--- config.mk ---
export PLATFORM = sky130hd
export DESIGN_NAME = sliding_window_median
export DESIGN_NICKNAME = d
export VERILOG_FILES = /design/src/swm_pkg.sv /design/src/swm_datapath.sv /design/src/swm_ctrl.sv /design/src/sliding_window_median.sv
export SDC_FILE = /design/constraint.sdc
export NUM_CORES = 2
export LEC_CHECK = 0
export BUFFER_PORTS_ARGS = -buffer_cell sky130_fd_sc_hd__buf_2
export CAP_MARGIN = 20
export CORE_ASPECT_RATIO = 0.5
export CORE_MARGIN = 4
export CORE_UTILIZATION = 55
export DETAILED_ROUTE_END_ITERATION = 8
export PLACE_DENSITY = 0.78
export SYNTH_ARGS = -nofsm -noshare
export SYNTH_HDL_FRONTEND = slang
export SYNTH_SLANG_ARGS = --single-unit
--- constraint.sdc ---
create_clock -name aclk -period 7.9 [get_ports aclk]
set_clock_uncertainty 0.05 [all_clocks]
set_input_delay 1.58 -clock aclk [delete_from_list [all_inputs] [get_ports aclk]]
set_output_delay 1.58 -clock aclk [all_outputs]
set_load 0.03 [all_outputs]
--- src/swm_pkg.sv ---
// Shared widths, command and status bundles for the sliding window median block.
package swm_pkg;

    localparam int SAMPLE_W = 32;
    localparam int RESULT_W = 33;
    localparam int SIZE_W   = 7;

    // Commands from the controller to the datapath.
    typedef struct packed {
        logic cfg_wr;      // take a new window size and empty the window
        logic start;       // latch the incoming word, apply restart
        logic ring_rd;     // read the oldest ring entry
        logic old_load;    // latch the oldest value
        logic rm_init;     // index to zero for the removal scan
        logic rm_rd;       // read sorted[idx]
        logic rm_next;     // idx + 1
        logic sh_rd;       // read sorted[idx + 1]
        logic sh_wr;       // sorted[idx] = read data, idx + 1
        logic fill_dec;    // one copy removed
        logic ins_init;    // idx = fill
        logic ins_rd;      // read sorted[idx - 1]
        logic ins_shift;   // sorted[idx] = read data, idx - 1
        logic ins_place;   // sorted[idx] = new sample
        logic finish;      // ring write, pointer and fill update
        logic med_rd_hi;   // read sorted[k / 2]
        logic med_rd_lo;   // latch upper middle, read sorted[(k - 1) / 2]
        logic out_load;    // load the result register
    } swm_cmd_t;

    // Status from the datapath to the controller.
    typedef struct packed {
        logic full;        // fill equals window size
        logic idx_at_fill; // removal scan reached the end
        logic match;       // read data equals the oldest value
        logic shift_more;  // idx + 1 below fill
        logic idx_zero;    // insertion reached the bottom
        logic greater;     // read data above the new sample
        logic fill_max;    // sorted store has no room
        logic will_full;   // window is full after this insertion
        logic out_busy;    // result register holds an untaken word
    } swm_status_t;

endpackage

--- src/swm_datapath.sv ---
// Datapath: sorted store, arrival ring, counters and result register.
module swm_datapath
    import swm_pkg::*;
#(
    parameter int WINDOW_DEPTH = 64
) (
    input  logic                       aclk,
    input  logic                       aresetn,
    input  swm_cmd_t                   cmd,
    output swm_status_t                status,
    input  logic [SIZE_W-1:0]          cfg_window_size,
    input  logic signed [SAMPLE_W-1:0] s_sample,
    input  logic                       s_restart,
    output logic                       m_valid,
    input  logic                       m_ready,
    output logic signed [RESULT_W-1:0] m_median_doubled
);

    localparam int AW = (WINDOW_DEPTH > 1) ? $clog2(WINDOW_DEPTH) : 1;
    localparam int CW = $clog2(WINDOW_DEPTH + 1);
    localparam int RESET_SIZE = (WINDOW_DEPTH < 3) ? WINDOW_DEPTH : 3;

    logic signed [SAMPLE_W-1:0] sorted_mem [WINDOW_DEPTH];
    logic signed [SAMPLE_W-1:0] ring_mem   [WINDOW_DEPTH];

    logic [CW-1:0]              k_reg, k_next;
    logic [CW-1:0]              fill_reg, fill_next;
    logic [AW-1:0]              ptr_reg, ptr_next;
    logic [CW-1:0]              idx_reg, idx_next;
    logic signed [SAMPLE_W-1:0] v_reg;
    logic signed [SAMPLE_W-1:0] old_reg;
    logic signed [SAMPLE_W-1:0] hi_reg;
    logic signed [SAMPLE_W-1:0] rd_data_reg;
    logic signed [SAMPLE_W-1:0] ring_data_reg;
    logic                       m_valid_reg, m_valid_next;
    logic signed [RESULT_W-1:0] m_data_reg;

    logic                       rd_en;
    logic [AW-1:0]              rd_addr;
    logic                       wr_en;
    logic [AW-1:0]              wr_addr;
    logic signed [SAMPLE_W-1:0] wr_data;
    logic [CW:0]                slot_diff;
    logic [AW-1:0]              old_slot;
    logic [CW-1:0]              size_eff;

    // Oldest slot: pointer minus window size, modulo the depth.
    always_comb begin
        slot_diff = (CW+1)'(ptr_reg) - (CW+1)'(k_reg);
        if (slot_diff[CW]) begin
            old_slot = AW'(slot_diff + (CW+1)'(WINDOW_DEPTH));
        end else begin
            old_slot = AW'(slot_diff);
        end
    end

    always_comb begin
        if (cfg_window_size == '0) begin
            size_eff = CW'(1);
        end else if (32'(cfg_window_size) > WINDOW_DEPTH) begin
            size_eff = CW'(WINDOW_DEPTH);
        end else begin
            size_eff = CW'(cfg_window_size);
        end
    end

    // Sorted store port selection.
    always_comb begin
        rd_en   = 1'b0;
        rd_addr = AW'(idx_reg);
        wr_en   = 1'b0;
        wr_addr = AW'(idx_reg);
        wr_data = v_reg;
        if (cmd.rm_rd) begin
            rd_en = 1'b1;
        end
        if (cmd.sh_rd) begin
            rd_en   = 1'b1;
            rd_addr = AW'(idx_reg + CW'(1));
        end
        if (cmd.ins_rd) begin
            rd_en   = 1'b1;
            rd_addr = AW'(idx_reg - CW'(1));
        end
        if (cmd.med_rd_hi) begin
            rd_en   = 1'b1;
            rd_addr = AW'(k_reg >> 1);
        end
        if (cmd.med_rd_lo) begin
            rd_en   = 1'b1;
            rd_addr = AW'((k_reg - CW'(1)) >> 1);
        end
        if (cmd.sh_wr || cmd.ins_shift) begin
            wr_en   = 1'b1;
            wr_data = rd_data_reg;
        end
        if (cmd.ins_place) begin
            wr_en = 1'b1;
        end
    end

    always_ff @(posedge aclk) begin
        if (wr_en) begin
            sorted_mem[wr_addr] <= wr_data;
        end
        if (rd_en) begin
            rd_data_reg <= sorted_mem[rd_addr];
        end
        if (cmd.finish) begin
            ring_mem[ptr_reg] <= v_reg;
        end
        if (cmd.ring_rd) begin
            ring_data_reg <= ring_mem[old_slot];
        end
    end

    always_comb begin
        k_next       = k_reg;
        fill_next    = fill_reg;
        ptr_next     = ptr_reg;
        idx_next     = idx_reg;
        m_valid_next = m_valid_reg;
        if (cmd.cfg_wr) begin
            k_next    = size_eff;
            fill_next = '0;
            ptr_next  = '0;
        end
        if (cmd.start && (s_restart || fill_reg > k_reg)) begin
            fill_next = '0;
            ptr_next  = '0;
        end
        if (cmd.rm_init) begin
            idx_next = '0;
        end
        if (cmd.rm_next || cmd.sh_wr) begin
            idx_next = idx_reg + CW'(1);
        end
        if (cmd.fill_dec) begin
            fill_next = fill_reg - CW'(1);
        end
        if (cmd.ins_init) begin
            idx_next = fill_reg;
        end
        if (cmd.ins_shift) begin
            idx_next = idx_reg - CW'(1);
        end
        if (cmd.finish) begin
            if (!status.fill_max) begin
                fill_next = fill_reg + CW'(1);
            end
            if (ptr_reg == AW'(WINDOW_DEPTH - 1)) begin
                ptr_next = '0;
            end else begin
                ptr_next = ptr_reg + AW'(1);
            end
        end
        if (m_ready) begin
            m_valid_next = 1'b0;
        end
        if (cmd.out_load) begin
            m_valid_next = 1'b1;
        end
    end

    always_ff @(posedge aclk) begin
        if (!aresetn) begin
            k_reg       <= CW'(RESET_SIZE);
            fill_reg    <= '0;
            ptr_reg     <= '0;
            m_valid_reg <= 1'b0;
        end else begin
            k_reg       <= k_next;
            fill_reg    <= fill_next;
            ptr_reg     <= ptr_next;
            m_valid_reg <= m_valid_next;
        end
        idx_reg <= idx_next;
        if (cmd.start) begin
            v_reg <= s_sample;
        end
        if (cmd.old_load) begin
            old_reg <= ring_data_reg;
        end
        if (cmd.med_rd_lo) begin
            hi_reg <= rd_data_reg;
        end
        if (cmd.out_load) begin
            m_data_reg <= RESULT_W'(hi_reg) + RESULT_W'(rd_data_reg);
        end
    end

    always_comb begin
        status.full        = (fill_reg == k_reg);
        status.idx_at_fill = (idx_reg == fill_reg);
        status.match       = (rd_data_reg == old_reg);
        status.shift_more  = ((CW+1)'(idx_reg) + (CW+1)'(1)) < (CW+1)'(fill_reg);
        status.idx_zero    = (idx_reg == '0);
        status.greater     = (rd_data_reg > v_reg);
        status.fill_max    = (fill_reg == CW'(WINDOW_DEPTH));
        status.will_full   = ((CW+1)'(fill_reg) + (CW+1)'(status.fill_max ? 0 : 1))
                             == (CW+1)'(k_reg);
        status.out_busy    = m_valid_reg && !m_ready;
    end

    assign m_valid          = m_valid_reg;
    assign m_median_doubled = m_data_reg;

    a_fill_bounded: assert property (@(posedge aclk) disable iff (!aresetn)
        fill_reg <= k_reg)
        else $error("fill count above window size");

    a_no_overwrite: assert property (@(posedge aclk) disable iff (!aresetn)
        cmd.out_load |-> (!m_valid_reg || m_ready))
        else $error("result register overwritten");

    a_ptr_range: assert property (@(posedge aclk) disable iff (!aresetn)
        32'(ptr_reg) < WINDOW_DEPTH)
        else $error("ring pointer out of range");

    a_no_dual_write: assert property (@(posedge aclk) disable iff (!aresetn)
        !(cmd.ins_place && (cmd.ins_shift || cmd.sh_wr)))
        else $error("two writes to the sorted store");

endmodule

--- src/swm_ctrl.sv ---
// Controller: sequences removal, insertion and median read per input word.
module swm_ctrl
    import swm_pkg::*;
(
    input  logic        aclk,
    input  logic        aresetn,
    input  logic        s_valid,
    output logic        s_ready,
    input  logic        cfg_valid,
    output logic        cfg_ready,
    input  swm_status_t status,
    output swm_cmd_t    cmd
);

    typedef enum logic [3:0] {
        ST_IDLE, ST_CHECK, ST_RING_WAIT, ST_RM_RD, ST_RM_CMP, ST_SH_RD, ST_SH_WR,
        ST_INS_INIT, ST_INS_RD, ST_INS_CMP, ST_FIN, ST_MED_A, ST_MED_B, ST_OUT
    } state_t;

    state_t state_reg, state_next;

    always_comb begin
        cmd        = '0;
        state_next = state_reg;
        unique case (state_reg)
            ST_IDLE: begin
                if (cfg_valid) begin
                    cmd.cfg_wr = 1'b1;
                end else if (s_valid) begin
                    cmd.start  = 1'b1;
                    state_next = ST_CHECK;
                end
            end
            ST_CHECK: begin
                if (status.full) begin
                    cmd.ring_rd = 1'b1;
                    state_next  = ST_RING_WAIT;
                end else begin
                    cmd.ins_init = 1'b1;
                    state_next   = ST_INS_RD;
                end
            end
            ST_RING_WAIT: begin
                cmd.old_load = 1'b1;
                cmd.rm_init  = 1'b1;
                state_next   = ST_RM_RD;
            end
            ST_RM_RD: begin
                if (status.idx_at_fill) begin
                    state_next = ST_INS_INIT;
                end else begin
                    cmd.rm_rd  = 1'b1;
                    state_next = ST_RM_CMP;
                end
            end
            ST_RM_CMP: begin
                if (status.match) begin
                    state_next = ST_SH_RD;
                end else begin
                    cmd.rm_next = 1'b1;
                    state_next  = ST_RM_RD;
                end
            end
            ST_SH_RD: begin
                if (status.shift_more) begin
                    cmd.sh_rd  = 1'b1;
                    state_next = ST_SH_WR;
                end else begin
                    cmd.fill_dec = 1'b1;
                    state_next   = ST_INS_INIT;
                end
            end
            ST_SH_WR: begin
                cmd.sh_wr  = 1'b1;
                state_next = ST_SH_RD;
            end
            ST_INS_INIT: begin
                cmd.ins_init = 1'b1;
                state_next   = ST_INS_RD;
            end
            ST_INS_RD: begin
                if (status.fill_max) begin
                    state_next = ST_FIN;
                end else if (status.idx_zero) begin
                    cmd.ins_place = 1'b1;
                    state_next    = ST_FIN;
                end else begin
                    cmd.ins_rd = 1'b1;
                    state_next = ST_INS_CMP;
                end
            end
            ST_INS_CMP: begin
                if (status.greater) begin
                    cmd.ins_shift = 1'b1;
                    state_next    = ST_INS_RD;
                end else begin
                    cmd.ins_place = 1'b1;
                    state_next    = ST_FIN;
                end
            end
            ST_FIN: begin
                cmd.finish = 1'b1;
                state_next = status.will_full ? ST_MED_A : ST_IDLE;
            end
            ST_MED_A: begin
                cmd.med_rd_hi = 1'b1;
                state_next    = ST_MED_B;
            end
            ST_MED_B: begin
                cmd.med_rd_lo = 1'b1;
                state_next    = ST_OUT;
            end
            ST_OUT: begin
                if (!status.out_busy) begin
                    cmd.out_load = 1'b1;
                    state_next   = ST_IDLE;
                end
            end
            default: begin
                state_next = ST_IDLE;
            end
        endcase
    end

    always_ff @(posedge aclk) begin
        if (!aresetn) begin
            state_reg <= ST_IDLE;
        end else begin
            state_reg <= state_next;
        end
    end

    assign cfg_ready = (state_reg == ST_IDLE);
    assign s_ready   = (state_reg == ST_IDLE) && !cfg_valid;

endmodule

--- src/sliding_window_median.sv ---
// Top level of the sliding window median filter.
//
// The input channel (s_valid, s_ready, s_sample, s_restart) takes one signed
// 32-bit word at a time. The block keeps the last window_size samples in an
// arrival ring and in a sorted store, both single-port memories. Once the
// window is full, each word yields one result on the output channel
// (m_valid, m_ready, m_median_doubled): twice the window median, a signed
// value with one fraction bit. Before that, words produce no result.
// The configuration channel (cfg_valid, cfg_ready, cfg_window_size) sets the
// window size; zero acts as one, values above WINDOW_DEPTH saturate, and a
// write empties the window. A set s_restart also empties it first.
// Words are processed one at a time by a controller walking the sorted
// store entry by entry; a new word is accepted only once the controller is
// back in idle. The removal scan and the insertion shift through the one
// sorted store port set how long a word takes.
// A result sits in an output register; the next word is accepted while it
// waits, and the controller only holds if a new result is ready before the
// receiver takes the old one. Reset empties the window and sets the size to 3.
module sliding_window_median
    import swm_pkg::*;
#(
    parameter int WINDOW_DEPTH = 64
) (
    input  logic                       aclk,
    input  logic                       aresetn,
    input  logic                       cfg_valid,
    output logic                       cfg_ready,
    input  logic [SIZE_W-1:0]          cfg_window_size,
    input  logic                       s_valid,
    output logic                       s_ready,
    input  logic signed [SAMPLE_W-1:0] s_sample,
    input  logic                       s_restart,
    output logic                       m_valid,
    input  logic                       m_ready,
    output logic signed [RESULT_W-1:0] m_median_doubled
);

    swm_cmd_t    cmd;
    swm_status_t status;

    // Controller: one state machine stepping through each word's work.
    swm_ctrl u_ctrl (
        .aclk      (aclk),
        .aresetn   (aresetn),
        .s_valid   (s_valid),
        .s_ready   (s_ready),
        .cfg_valid (cfg_valid),
        .cfg_ready (cfg_ready),
        .status    (status),
        .cmd       (cmd)
    );

    // Datapath: the two memories, counters and the result register.
    swm_datapath #(
        .WINDOW_DEPTH (WINDOW_DEPTH)
    ) u_datapath (
        .aclk             (aclk),
        .aresetn          (aresetn),
        .cmd              (cmd),
        .status           (status),
        .cfg_window_size  (cfg_window_size),
        .s_sample         (s_sample),
        .s_restart        (s_restart),
        .m_valid          (m_valid),
        .m_ready          (m_ready),
        .m_median_doubled (m_median_doubled)
    );

endmodule

==> results.py <==
metrics = {
    "clocking": {
        "cts_hold_buf": 0,
        "post_cts_buffers": 0,
        "cts.reportedPaths.clkPinSlew_ns": 0.07,
        "clk-insertion-delay-late_ns": 0.93,
        "cts_buffer_depth": 4,
        "cts.sinks": 4321,
        "h-tree-depth": 5,
        "clk_root_buffer_cell": "clkbuf_16",
        "cts_tree": "yes",
        "cts_made_buffers": 369,
        "ctsResizeCount": 0,
    },
    "grt": {
        "met1_usage": 0.3903,
        "grt_use_met2": 0.4573,
        "antenna_found_initial": 24,
        "grt_max_degree": 200,
        "grt_pass1_wl_mm": 680.5,
        "gr-total-overflow": 0,
        "grt_pass1_vias": 93940,
        "grt_usage": 0.2984,
        "met3_usage": 0.08678,
        "busiest_layer": "met2",
    },
    "sta": {
        "timing.max_slew.rel_slack": 0.08309,
        "setup_tns_ns": 0,
        "final-setup-viol-count": 0,
        "drv_slew": 0,
        "finalHoldViolCount": 0,
        "period_share": 0.8840,
        "post-route-min-period_ns": 6.983,
        "tightest_slew_ns": 1.367,
        "max_freq_ghz": 0.1432,
        "rsz0062_at_grt": "no",
    },
    "layout": {
        "final_cell_mix": "edfxtp_1, nand2_1, mux4_2, nand3_1, clkbuf_16",
        "multi_input_area_um2": 38580,
        "utilization": 0.6197,
        "final_nets": 9865,
        "area_growth_pct": 11.58,
        "fin_cells": 14090,
        "layout-drive-gt1-share": 0.1858,
        "final_common_cell": "edfxtp_1",
        "fillCellCount": 19970,
        "design_area_um2": 189000,
        "seq_area_um2": 129500,
    },
    "worst_setup_path": {
        "reg2regPathDepth": 16,
        "cp.arrival_ns": 7.58,
        "startpoint_type": "register",
        "path_class": "reg2reg",
        "cp-end-kind": "register",
        "cp.required_ns": 8.49,
        "crit_path_max_fanout": 20,
    },
    "logic_synthesis": {
        "synth_area_um2": 169400,
        "async_flop_share": 0,
        "yosysUniqueCellTypes": 83,
        "synth-edff-count": 4296,
        "synth_nets": 9591,
        "avgSynthCellArea_um2": 17.92,
        "yosys_most_used_dff": "edfxtp_1",
        "syn_inst": 9453,
        "ys_warn_count": 0,
        "synth-seq-cells": 4321,
        "yosysSeqAreaShare": 0.7644,
    },
    "job": {
        "cap_violations": 0,
    },
    "place": {
        "placed_cell_area_um2": 176700,
        "place_hpwl_mm": 254.5,
        "place_congestion": 0.9435,
        "io_buffers": 80,
        "dp.cells": 13400,
    },
    "power_and_ir_drop": {
        "power_mw": 56.64,
        "leakage_nw": 60.72,
        "ir_drop_v": 0.0002922,
        "cellPowerDensity_nw_per_um2": 299.6,
    },
    "route": {
        "drc_errors": 0,
        "via_count": 95750,
        "wire_per_inst_um": 34.24,
        "ant_nets": 0,
        "first_pass_iters": 6,
        "wl_mm": 482.4,
        "drtIter0Drc": 17500,
        "viasPerCell": 6.796,
    },
    "outcome": {
        "outcome": "completed",
    },
    "die": {
        "die_y_um": 400.4,
        "ios": 81,
        "die_x_um": 792.9,
        "die_area_um2": 317500,
        "rows": 143,
        "start_util": 0.5553,
        "core-area_um2": 305100,
    },
    "worst_hold_path": {
        "hold_depth": 0,
        "min_path_type": "reg2reg",
    },
}
[worst paths after layout]
kind	from	end	slack [ns]
setup / recovery	u_datapath.idx_reg[2]	u_datapath.rd_data_reg[18]	0.92
hold / removal	u_datapath.ring_data_reg[21]	u_datapath.old_reg[21]	0.35
setup reg to reg	u_datapath.idx_reg[2]	u_datapath.rd_data_reg[18]	0.92
hold reg to reg	u_datapath.ring_data_reg[21]	u_datapath.old_reg[21]	0.35
[kinds of logic after synthesis]
family	Yosys count	synth area share
DFF	4321	0.7644
and+or+nand+nor	2450	0.06631
muxes	970	0.1048
AOI/OAI and AO/OA	930	0.03769
buffers and inverters	598	0.01510
adders and majority gates	93	0.006957
xor gates and xnor gates	91	0.004704
[power by group]
group          switching (mW)  total (mW)  internal (mW)
clock                    8.41        18.7           10.2
combinational            7.85        12.0           4.11
sequential              0.260        26.0           25.8
total                    16.5        56.6           40.1
[per-stage QoR]
step	worst slack (ns)	hold slack (ns)
2_1_floorplan	1.714	0.3503
3_3_place_gp	0.9765	0.3508
3_5_place_dp	1.240	0.3545
4_1_cts	1.199	0.3433
5_1_grt	0.8447	0.3570
6_report	0.9165	0.3503
[critical path: stages, from the launching register on]
cell and delay [ns]:
edfxtp_1 0.80, nand3_1 0.51, nor2_1 0.29, xor2_1 0.23
ha_1 0.29, a21o_1 0.16, a21oi_1 0.28, nand3_1 0.19
or3_1 0.45, a21oi_1 0.69, nor2_4 0.17, nand3_2 0.64
buf_4 0.34, o221ai_1 0.25, nor4_1 1.02, buf_4 0.26
nor4_2 0.05
[layer usage]
| metal | routed length, um | vias up |
|---|---|---|
| li1 | - | 38050 |
| met1 | 161100 | 48280 |
| met2 | 222800 | 7941 |
| met3 | 67570 | 1466 |
| met4 | 30690 | 6 |
| met5 | 191 | - |
[synthesized netlist by cell type, drive strengths merged (5+ instances only)]
| library cell | count | area, um^2 |
|---|---|---|
| nand4 | 29 | 187.7 |
| nand3b | 5 | 50.05 |
| mux2 | 33 | 371.6 |
| o22a | 64 | 560.5 |
| a31oi | 11 | 83.83 |
| o21a | 14 | 105.1 |
| o21ai | 166 | 830.8 |
| o221ai | 64 | 560.5 |
| o211ai | 12 | 100.1 |
| xnor2 | 73 | 639.4 |
| ha | 91 | 1139 |
| and3 | 6 | 37.54 |
| nand2 | 1107 | 4160 |
| nor4 | 104 | 850.8 |
| mux4 | 640 | 14410 |
| buf | 227 | 1166 |
| or2 | 6 | 37.54 |
| mux2i | 297 | 2973 |
| nor3b | 10 | 75.07 |
| nand3 | 552 | 2763 |
| o22ai | 130 | 813.3 |
| a21oi | 103 | 523.0 |
| dfxtp | 25 | 500.5 |
| nor2 | 329 | 1242 |
| a211oi | 40 | 300.3 |
| or3 | 5 | 31.28 |
| a21boi | 258 | 1937 |
| edfxtp | 4296 | 129000 |
| a21o | 28 | 210.2 |
| or4 | 64 | 480.5 |
| xor2 | 18 | 157.7 |
| nand2b | 20 | 125.1 |
| inv | 73 | 274.0 |
| clkbuf | 297 | 1115 |
| nor2b | 47 | 294.0 |
| nor3 | 151 | 772.0 |
[cell type report]
type	count	area share
Clock buffer	424	0.05050
Timing Repair Buffer	427	0.01834
Inverter	74	0.001469
Clock inverter	244	0.01360
Antenna cell	5	0.00006619
Sequential cell	4321	0.6851
Tap cell	4060	0.02687
Multi-Input combinational cell	4534	0.2041
Note: power is estimated with default switching activity, not from simulation.
